===== config.mk =====
export PLATFORM = sky130hd
export DESIGN_NAME = rpba_ctrl
export DESIGN_NICKNAME = d
export VERILOG_FILES = /design/src/rtl/refcounted_page_bitmap_allocator_top_macros.svh /design/src/rtl/rpba_pkg.sv /design/src/rtl/rpba_ctrl.sv
export SDC_FILE = /design/constraint.sdc
export NUM_CORES = 1
export LEC_CHECK = 0
export BUFFER_PORTS_ARGS = -buffer_cell sky130_fd_sc_hd__buf_4
export CAP_MARGIN = 15
export CORE_AREA = 3 3 40 42
export CTS_BUF_LIST = sky130_fd_sc_hd__clkbuf_4
export CTS_CLUSTER_DIAMETER = 200
export CTS_CLUSTER_SIZE = 12
export DETAILED_ROUTE_END_ITERATION = 6
export DIE_AREA = 0 0 43 45
export GPL_ROUTABILITY_DRIVEN = 0
export GPL_TIMING_DRIVEN = 0
export HOLD_SLACK_MARGIN = 0.02
export RECOVER_POWER = 50
export SYNTH_ARGS = -nofsm -noshare
export SYNTH_HDL_FRONTEND = slang
export SYNTH_SLANG_ARGS = --single-unit
export TNS_END_PERCENT = 50

===== constraint.sdc =====
create_clock -name clk_i -period 3.95 [get_ports clk_i]
set_clock_uncertainty 0.2 [all_clocks]
set_input_delay 0 -clock clk_i [delete_from_list [all_inputs] [get_ports clk_i]]
set_output_delay 0 -clock clk_i [all_outputs]
set_load 0.05 [all_outputs]

===== src/rtl/refcounted_page_bitmap_allocator_top_macros.svh =====
// Assertion macros for the allocator RTL.
// Used by rpba_dp; no other dependencies.
`ifndef REFCOUNTED_PAGE_BITMAP_ALLOCATOR_TOP_MACROS_SVH
`define REFCOUNTED_PAGE_BITMAP_ALLOCATOR_TOP_MACROS_SVH
`ifndef ASSERT_OFF
`define RPBA_ASSERT(lbl, prop, msg) \
  lbl: assert property (@(posedge clk_i) disable iff (!rst_ni) (prop)) else $error(msg);
`define RPBA_ASSERT_AR(lbl, prop, msg) \
  lbl: assert property (@(posedge clk_i) (prop)) else $error(msg);
`else
`define RPBA_ASSERT(lbl, prop, msg)
`define RPBA_ASSERT_AR(lbl, prop, msg)
`endif
`endif


===== src/rtl/rpba_pkg.sv =====
// Types and constants of the page allocator.
// No dependencies; imported by every module of the block.
`timescale 1ns / 1ps
package rpba_pkg;

  localparam int unsigned NUM_PAGES = 4096;
  localparam int unsigned PAGE_W    = $clog2(NUM_PAGES);
  localparam int unsigned TOT_W     = PAGE_W + 1;
  localparam int unsigned REF_W     = 8;
  localparam int unsigned CFG_AW    = 3;
  localparam logic [REF_W-1:0] REF_MAX = '1;

  localparam logic REG_FIRST = 1'b0;
  localparam logic REG_LIMIT = 1'b1;

  typedef enum logic [2:0] {
    CMD_INIT      = 3'd0,
    CMD_ALLOC     = 3'd1,
    CMD_ALLOC_RUN = 3'd2,
    CMD_REF       = 3'd3,
    CMD_QUERY     = 3'd4,
    CMD_FREE      = 3'd5,
    CMD_FREE_RUN  = 3'd6
  } cmd_e;

  typedef enum logic [1:0] {
    RS_DONE      = 2'd0,
    RS_NOT_FOUND = 2'd1,
    RS_IGNORED   = 2'd2
  } res_status_e;

  typedef enum logic [2:0] {
    PH_CLEAR,
    PH_IDLE,
    PH_INIT,
    PH_SCAN,
    PH_FILL,
    PH_PEEK,
    PH_PEEKW,
    PH_DONE
  } phase_e;

  typedef struct packed {
    logic [2:0]  command;
    logic [11:0] page;
    logic [12:0] count;
  } in_item_t;

  typedef struct packed {
    logic [1:0]  status;
    logic [11:0] result_page;
    logic [7:0]  ref_count;
    logic [12:0] used_pages;
    logic [12:0] free_pages;
  } out_item_t;

  typedef struct packed {
    phase_e phase;
    logic   load;
  } ctl_t;

  typedef struct packed {
    cmd_e cmd;
    cmd_e new_cmd;
    logic new_cnt_zero;
    logic sweep_last;
    logic scan_hit;
    logic scan_over;
    logic fill_last;
    logic out_busy;
  } sts_t;

endpackage


===== src/rtl/rpba_ctrl.sv =====
// Sequencer of the page allocator: phase state machine.
// Depends on rpba_pkg; drives rpba_dp through ctl_t, reads sts_t.
`timescale 1ns / 1ps
module rpba_ctrl (
  input  logic          clk_i,
  input  logic          rst_ni,
  input  logic          in_valid_i,
  input  rpba_pkg::sts_t sts_i,
  output rpba_pkg::ctl_t ctl_o,
  output logic          in_stall_o
);
  import rpba_pkg::*;

  phase_e state_q, state_d;
  logic   in_fire;

  assign in_fire = in_valid_i && (state_q == PH_IDLE);

  always_comb begin
    state_d = state_q;
    unique case (state_q)
      PH_CLEAR: if (sts_i.sweep_last) state_d = PH_IDLE;
      PH_IDLE: begin
        if (in_fire) begin
          unique case (sts_i.new_cmd) inside
            CMD_INIT:                state_d = PH_INIT;
            CMD_ALLOC, CMD_FREE_RUN: state_d = PH_SCAN;
            CMD_ALLOC_RUN:           state_d = sts_i.new_cnt_zero ? PH_DONE : PH_SCAN;
            CMD_REF, CMD_QUERY, CMD_FREE: state_d = PH_PEEK;
            default:                 state_d = PH_DONE;
          endcase
        end
      end
      PH_INIT: if (sts_i.sweep_last) state_d = PH_DONE;
      PH_SCAN: begin
        if (sts_i.scan_hit) begin
          state_d = (sts_i.cmd == CMD_ALLOC_RUN) ? PH_FILL : PH_DONE;
        end else if (sts_i.scan_over) begin
          state_d = (sts_i.cmd == CMD_FREE_RUN) ? PH_PEEK : PH_DONE;
        end
      end
      PH_FILL:  if (sts_i.fill_last) state_d = PH_DONE;
      PH_PEEK:  state_d = PH_PEEKW;
      PH_PEEKW: state_d = PH_DONE;
      PH_DONE:  if (!sts_i.out_busy) state_d = PH_IDLE;
      default:  state_d = PH_IDLE;
    endcase
  end

  always_comb begin
    ctl_o.phase = state_q;
    ctl_o.load  = in_fire;
    in_stall_o  = (state_q != PH_IDLE);
  end

  always_ff @(posedge clk_i or negedge rst_ni) begin
    if (!rst_ni) begin
      state_q <= PH_CLEAR;
    end else begin
      state_q <= state_d;
    end
  end

endmodule


==> results.md, run 1 <==
* CP cell instances: inv_2 > o31ai_4 > dlygate4sd3_1 > a21oi_1 > a21oi_1 > dlygate4sd3_1
* CTS Buf Count at 3
* Fmax at 397 MHz
* Top cell type's share of synthesized area at 24.2%
* Clock slew at reported path FFs at 0.03 ns
* Setup ws final at 1.43 ns
* Kind of critical path: register to register
* Vias per inst at 4.72
* Largest register by flop count: state_q
* Clk root buf: clkbuf_4
* Critical Path AT at 2.49 ns
* Net Count, Synth at 54
* Syn avg cell area at 7.96 um2
* Hold path cells at 5
* CTS Hold Buffers Added at 10
* Post-Route WL at 862 um
* Final Cell Area at 594 um2
* Clk_lat worst skew at 0.23 ns
* Top cells by count, synth: a21oi_1, o21ai_0, dfrtp_1
* Leakage power at 0.262 nW
* Crit start category: register
* HP Class: input pin to output port
* Post-synth EDFFs at 0
* Slew @ Worst Pin at 0.599 ns
* Slew Viols, Final at 0
* Setup crit start: state_q[1]
* Max-capacitance violation count at 0
* ANT nets after route at 0
* Vias in the first global route at 344
* Synth warn at 0
* Worst r2r src: state_q[1]
* Via count at 411
* Dpl ws at 2.50 ns
* Delay of the slowest critical-path stage at 0.59 ns
* Met3 Usage GRT at 6.37%
* Worst Setup End Kind: register
* Cell taking the most area after synthesis: dfrtp_1
* Inst Count DP at 73
* Largest register FFs at 3
* Pre-antenna DRT Iters at 3
* Slowest stage cell, crit path: dlygate4sd3_1
* M1 GR Usage at 12.3%
* Ys flop type: dfrtp_1
* Number of setup violations in the final report at 0
* RSZ-0062 raised after global routing: false
* First-pass GRT wire length at 1.42 mm
* Period utilization at 63.8%
* GRT Resource Usage Total at 9.98%
* # rows at 13
* Status: completed
* Pwr Density at 653 mW/mm2
* I/O pin cnt at 20
* Hold path start: in_valid_i
* Sequential share of the synthesized area at 24.2%
* CTS max path bufs at 2
* Count of different cell masters after synthesis at 26
* # port buffers at 19
* # nets final at 88
* Post-DP Area at 472 um2
* Die X at 43 um
* Regs by FF count: state_q (3)
* Relative slew slack at 60.3%
* Finished Layout Cells at 87
* Mapped Cells at 39
* Final core utilization at 46.3%
* R2R Path End: state_q[1]
* Worst Reg-to-Reg Cells at 6
* Post-Syn Area at 310 um2
* Remaining routing DRC violations at 0
* Synth Register Bits at 3
* CTS tree: built
* Critical path peak fanout at 7
* Hold worst-path end: ctl_o[0]
* Final Hold Fails at 0
* Min Tclk post-route at 2.52 ns
* Required time worst endpoint at 3.92 ns
* Post_cts resized at 0
* Met2 usage at 15.9%
* TritonCTS Sinks at 3
* Reg2Reg Setup Slack at 1.43 ns
* Share of cells above drive strength 1 at 38.9%
* Die Height at 45 um
* Syn-to-layout area delta at 91.5%
* N_diodes at 0
* Core Region at 0.00128 mm2
* DR WL/cell at 9.91 um
* # Post-CTS Setup Buffers at 0
* Setup TNS at 0 ns
* Synth area leaders: dfrtp_1, o31ai_4, a21oi_1
* Async S/R FF share, synth at 100%
* Initial Util at 24.1%
* Max VDD drop at 242 uV
* H-tree levels at 1
* Global routing's busiest layer: met2
* Die area at 0.00194 mm2
* Gr ovfl total at 0
* DR iter-0 viols at 1
* Largest net degree at the start of global routing at 11
* Initial antenna violation count at 0
## worst max-delay path: cells and delay by family, from the launching register on
family	cells	cell delay [ns]
buf+inv	3	1.27
compound gates	3	0.52
flops	1	0.46
## metal layers
layer,up-vias,wire length [um]
met1,183,364
li1,209,-
met3,0,114
met4,0,0
met2,19,383
met5,-,0
## cells in the final DEF, fill, tap and decap left out, types with 2 or more instances in the layout
master and count:
nand2b_1 2, dlygate4sd3_1 10, clkbuf_4 5, a21oi_1 4, clkbuf_1 3, buf_4 17
o21ai_0 4, nand2_1 2, nor2b_1 2, nor2_1 2, dfrtp_1 3, inv_1 2
## report_power, final
part           internal, mW  switching [mW]  leakage, nW
Combinational         0.117           0.150        0.211
Clock                0.0447          0.0161       0.0184
Sequential           0.0456          0.0149       0.0322
## metrics by stage
step | hold WS (ns) | total power, mW
floorplan | -0.496 | 0.227
global placement | -0.410 | 0.290
detailed placement | -0.409 | 0.291
CTS | 0.289 | 0.400
global route | 0.321 | 0.422
finish | 0.284 | 0.388
## worst max-delay path by stage
| stage | endpoint | slack [ns] |
|---|---|---|
| 6_report | state_q[1] | 1.43 |
| 5_1_grt | state_q[1] | 1.28 |
| 4_1_cts | state_q[1] | 1.45 |
| 3_5_place_dp | state_q[2] | 2.50 |
| 3_3_place_gp | state_q[2] | 2.50 |
| 2_1_floorplan | ctl_o[0] | 2.00 |
## kinds of logic after synthesis
logic type,Yosys count,share of synthesized area (%)
AO/OA/AOI/OAI,18,43.6
XOR/XNOR,1,2.82
buffers and inverters,6,8.87
flip-flops,3,24.2
AND/OR/NAND/NOR,11,20.6
## cell type report
class / count / area [um2]
multi-input combinational: 30 / 208
fill: 130 / 691
tap: 15 / 18.8
clock buffer: 4 / 30.0
sequential: 3 / 75.1
timing repair buffer: 29 / 235
inverter: 3 / 11.3
buffer: 3 / 16.3
(Power assumes the default switching activity.)
==> run 2, diff against run 1 <==
- ABC_AREA: not set -> 1
- clock period: 3.95 -> 2.64 ns (I/O delays scaled with it)
==> results.md, run 2 <==
* Status: completed
* DR WL/cell at 8.96 um
* Mapped Cells at 72
* Reg2Reg Setup Slack at 0.22 ns
* Net Count, Synth at 87
* Top cell type's share of synthesized area at 26.6%
* Largest net degree at the start of global routing at 11
* Sequential share of the synthesized area at 19.7%
* Final Cell Area at 666 um2
* Critical path peak fanout at 8
* Gate power share at 73.1%
* Final hold slack at 0.0862 ns
* Pre-antenna DRT Iters at 4
* Most common cell after layout, fill and taps aside: nand2_1
* Gr ovfl total at 0
* Number of setup violations in the final report at 0
* Die Height at 45 um
* Largest register FFs at 3
* Kind of critical path: register to register
* Pwr Density at 1090 mW/mm2
* Mux contribution to synthesized area at 0%
* I/O pin cnt at 20
* Top-count cell post-synth: nand2_1
* Remaining routing DRC violations at 0
* Post-Synth Simple-Gate Area at 53.4%
* Fmax at 413 MHz
* Hpwl dp at 744 um
* Clock slew at reported path FFs at 0.04 ns
* CTS max path bufs at 2
* Max-capacitance violation count at 0
* Required time worst endpoint at 2.56 ns
* DR iter-0 viols at 7
* TritonCTS Sinks at 3
* Ys flop type: dfrtp_1
* Critical Path AT at 2.34 ns
* Share of cells above drive strength 1 at 28.6%
* Leakage power at 0.353 nW
* RSZ-0062 raised after global routing: false
* # rows at 13
* Core Region at 0.00128 mm2
* Die area at 0.00194 mm2
* Internal Power at 359 uW
* First-pass GRT wire length at 1.86 mm
* Worst Setup End Kind: register
* Die X at 43 um
* Post-Route WL at 1.08 mm
* Post-DP Area at 543 um2
* # nets final at 121
* CTS tree: built
* Regs by FF count: state_q (3)
* Compound-Gate Fraction of Synth Area at 9.84%
* Clk_lat worst skew at 0.24 ns
* Slew @ Worst Pin at 0.594 ns
* H-tree levels at 1
* CTS Buf Count at 3
* Top cells by count, synth: nand2_1, nor2_1, inv_1, nand3_1, o21ai_0
* Initial Util at 29.7%
* Period utilization at 91.8%
* Post-synth EDFFs at 0
* Post-Syn Area at 382 um2
* Relative slew slack at 60.5%
* Final core utilization at 51.8%
* Min Tclk post-route at 2.42 ns
* Final Hold Fails at 0
* HP Class: input pin to register
* Largest register by flop count: state_q
* Setup TNS at 0 ns
* Max VDD drop at 504 uV
* Count of different cell masters after synthesis at 15
* Via count at 526
* Synth Register Bits at 3
* Clock power frac at 13.1%
* Sequential Power Share at 13.8%
* Slew Viols, Final at 0
* Synth area leaders: nand2_1, dfrtp_1, nor2_1
* GRT Resource Usage Total at 12.3%
* Clk root buf: clkbuf_4
* Most frequent cells in the layout: nand2_1, buf_4, nor2_1
* ANT nets after route at 0
* Cell taking the most area after synthesis: nand2_1
* Total Power at 728 uW
* N_diodes at 0
* Vias in the first global route at 519
* Vias per inst at 4.38
* Sw frac at 50.8%
* # port buffers at 19
* Post_cts resized at 0
* Adder-Cell Fraction of Synth Area at 0%
* Post-synthesis xor/xnor area fraction at 0%
* Psw at 370 uW
* Initial antenna violation count at 0
* Syn avg cell area at 5.30 um2
* Crit start category: register
* Syn-to-layout area delta at 74.4%
* Synth warn at 0
* Async S/R FF share, synth at 100%
* Largest family of logic cells by synthesized area: simple AND/OR/NAND/NOR gates
-- run 2: what timing repair did --
action	4_1_cts	5_1_grt
buffers inserted	0	0
hold buffers	10	0
hold endpoints to repair	6	0
-- run 2: cell families after synthesis --
kind of cell | after synthesis
compound gates | 6
flops | 3
buf+inv | 14
simple gates | 49
-- run 2: layout make-up --
class / count / area [um2]
Fill cell: 137 / 619
Multi-Input combinational cell: 55 / 241
Timing Repair Buffer: 29 / 235
Sequential cell: 3 / 75.1
Inverter: 11 / 41.3
Clock buffer: 4 / 30.0
Buffer: 3 / 23.8
Tap cell: 15 / 18.8
-- run 2: final timing paths --
kind / from / cells after the start / endpoint
min in group asynchronous: rst_ni / 3 / state_q[1]
max in group asynchronous: rst_ni / 3 / state_q[2]
max reg2reg: state_q[0] / 9 / state_q[1]
max: state_q[0] / 9 / state_q[1]
min: sts_i[2] / 6 / state_q[0]
min reg2reg: state_q[0] / 2 / state_q[0]
-- run 2: stage by stage --
stage	cells	setup slack [ns]
after floorplan	72	0.843
after CTS	120	0.218
after global routing	120	0.0874
final	120	0.217
after detailed placement	106	1.23
after global placement	106	1.22
-- run 2: metal layers --
layer	global-route usage (%)	wire, um
met2	24.6	589
met4	1.81	0
met1	13.0	466
met3	3.59	19
met5	0	0
-- run 2: power groups by stage --
stage	clock [mW]	sequential, mW	combinational, mW
6_report	0.0954	0.100	0.533
5_1_grt	0.101	0.104	0.593
4_1_cts	0.0969	0.0995	0.546
3_5_place_dp	0	0.0980	0.463
3_3_place_gp	0	0.0983	0.461
2_1_floorplan	0	0.176	0.272
-- run 2: worst max-delay path: stages, from the launching register on --
cell and delay, ns:
dfrtp_1 0.49, inv_2 0.10, nand3_1 0.10, o21ai_2 0.05, dlygate4sd3_1 0.57, inv_1 0.08
nand2_1 0.07, nand2_1 0.06, nand2_1 0.04, dlygate4sd3_1 0.55
==> run 3, diff against run 2 <==
- CTS_BUF_LIST: sky130_fd_sc_hd__clkbuf_4 -> not set
==> results.md, run 3 (synthesized netlist as in run 2, its figures left out) <==
* Hold worst-path end: state_q[0]
* # nets final at 121
* # rows at 13
* ANT nets after route at 0
* Largest net degree at the start of global routing at 11
* R2R Path End: state_q[1]
* HP Class: input pin to register
* Leakage power at 0.349 nW
* Die Height at 45 um
* Hold path start: sts_i[2]
* Initial antenna violation count at 0
* Slew @ Worst Pin at 0.619 ns
* Largest register by flop count: state_q
* Final Hold Fails at 0
* GRT Resource Usage Total at 11.6%
* Remaining routing DRC violations at 0
* Worst r2r src: state_q[0]
* Pwr Density at 1080 mW/mm2
* # port buffers at 19
* Slowest stage cell, crit path: dlygate4sd3_1
* Max-capacitance violation count at 0
* Crit start category: register
* Setup TNS at 0 ns
* Most used cell along the critical path: nand2_1
* Final core utilization at 51.5%
* CP cell instances: inv_2 > nand3_1 > o21ai_2 > dlygate4sd3_1 > inv_1 > nand2_1 > nand2_1 > nand2_1 > dlygate4sd3_1
* Worst path bufs/invs at 4
* Vias in the first global route at 508
* Clk root buf: clkbuf_4
* Vias per inst at 4.34
* Critical Path AT at 2.34 ns
* Largest register FFs at 3
* Die area at 0.00194 mm2
* CTS Buf Count at 3
* Post-Route WL at 1.06 mm
* Max VDD drop at 501 uV
* Top Family by Delay on Critical Path: buffers and inverters
* Worst Reg-to-Reg Cells at 9
* # Post-CTS Setup Buffers at 0
* Die X at 43 um
* Fmax at 413 MHz
* Most frequent cells in the layout: nand2_1, buf_4, nor2_1
* Inst Count DP at 106
* Share of cells above drive strength 1 at 27.6%
* First-pass GRT wire length at 1.77 mm
* Finished Layout Cells at 120
* DR iter-0 viols at 3
* DR WL/cell at 8.81 um
* Required time worst endpoint at 2.56 ns
* Worst Setup End Kind: register
* Min Tclk post-route at 2.42 ns
* Core Region at 0.00128 mm2
* Clock slew at reported path FFs at 0.04 ns
* Kind of critical path: register to register
* Hold path cells at 6
* Most common cell after layout, fill and taps aside: nand2_1
* N_diodes at 0
* Via count at 521
* Initial Util at 29.7%
* Gr ovfl total at 0
* I/O pin cnt at 20
* CTS tree: built
* Delay of the slowest critical-path stage at 0.57 ns
* Period utilization at 91.8%
* Regs by FF count: state_q (3)
* Number of setup violations in the final report at 0
* TritonCTS Sinks at 3
* Syn-to-layout area delta at 73.4%
* Status: completed
* Pre-antenna DRT Iters at 2
* Relative slew slack at 58.9%
* Hpwl dp at 744 um
* Reg2Reg Setup Slack at 0.22 ns
* H-tree levels at 1
* CTS max path bufs at 2
* Slew Viols, Final at 0
* Clk_lat worst skew at 0.24 ns
* Critical path peak fanout at 8
* RSZ-0062 raised after global routing: false
-- run 3: cell counts in the layout (fill, tap and decap cells not counted) --
No cell type changed its count.
-- run 3: worst reg2reg max path, cell delays in order (launching register included) --
cell and delay, ns:
dfrtp_1 0.49, inv_2 0.11, nand3_1 0.10, o21ai_2 0.05, dlygate4sd3_1 0.57, inv_1 0.08, nand2_1 0.07, nand2_1 0.06
nand2_1 0.05, dlygate4sd3_1 0.54
-- run 3: metrics by stage --
step,worst slack (ns),hold slack (ns),total power [mW],instance area (um2)
floorplan,0.843,-0.496,0.447,382
global placement,1.22,-0.411,0.559,543
detailed placement,1.23,-0.409,0.561,543
CTS,0.232,0.0856,0.729,669
global route,0.122,0.143,0.783,662
finish,0.217,0.0900,0.715,662
-- run 3: metal layers --
metal	part of all wire, %	track usage (%)	vias to the layer above
met3	1.8	3.59	0
met4	0	1.81	0
met1	47	12.8	226
met5	0	0	-
met2	51	22.2	8
li1	-	-	287
-- run 3: cell type report --
| cell class | count | area (um2) |
|---|---|---|
| inverter | 11 | 41.3 |
| buffer | 3 | 23.8 |
| clock buffer | 4 | 26.3 |
| tap | 15 | 18.8 |
| timing repair buffer | 29 | 235 |
| sequential | 3 | 75.1 |
| multi-input combinational | 55 | 241 |
| fill | 141 | 623 |
-- run 3: worst max-delay path by stage --
stage,startpoint,endpoint,depth (start not counted)
final,state_q[0],state_q[1],9
after global routing,state_q[0],state_q[1],9
after CTS,state_q[0],state_q[1],9
after detailed placement,state_q[1],ctl_o[0],8
after global placement,state_q[1],ctl_o[0],8
after floorplan,state_q[1],ctl_o[0],7
-- run 3: timing repair --
action	4_1_cts	5_1_grt
hold buffers	10	0
resized for setup	0	0
endpoints found under the hold margin	6	0
-- run 3: report_power, final --
group / internal, mW / switching (mW)
Sequential: 0.0721 / 0.0280
Clock: 0.0569 / 0.0271
Combinational: 0.219 / 0.312
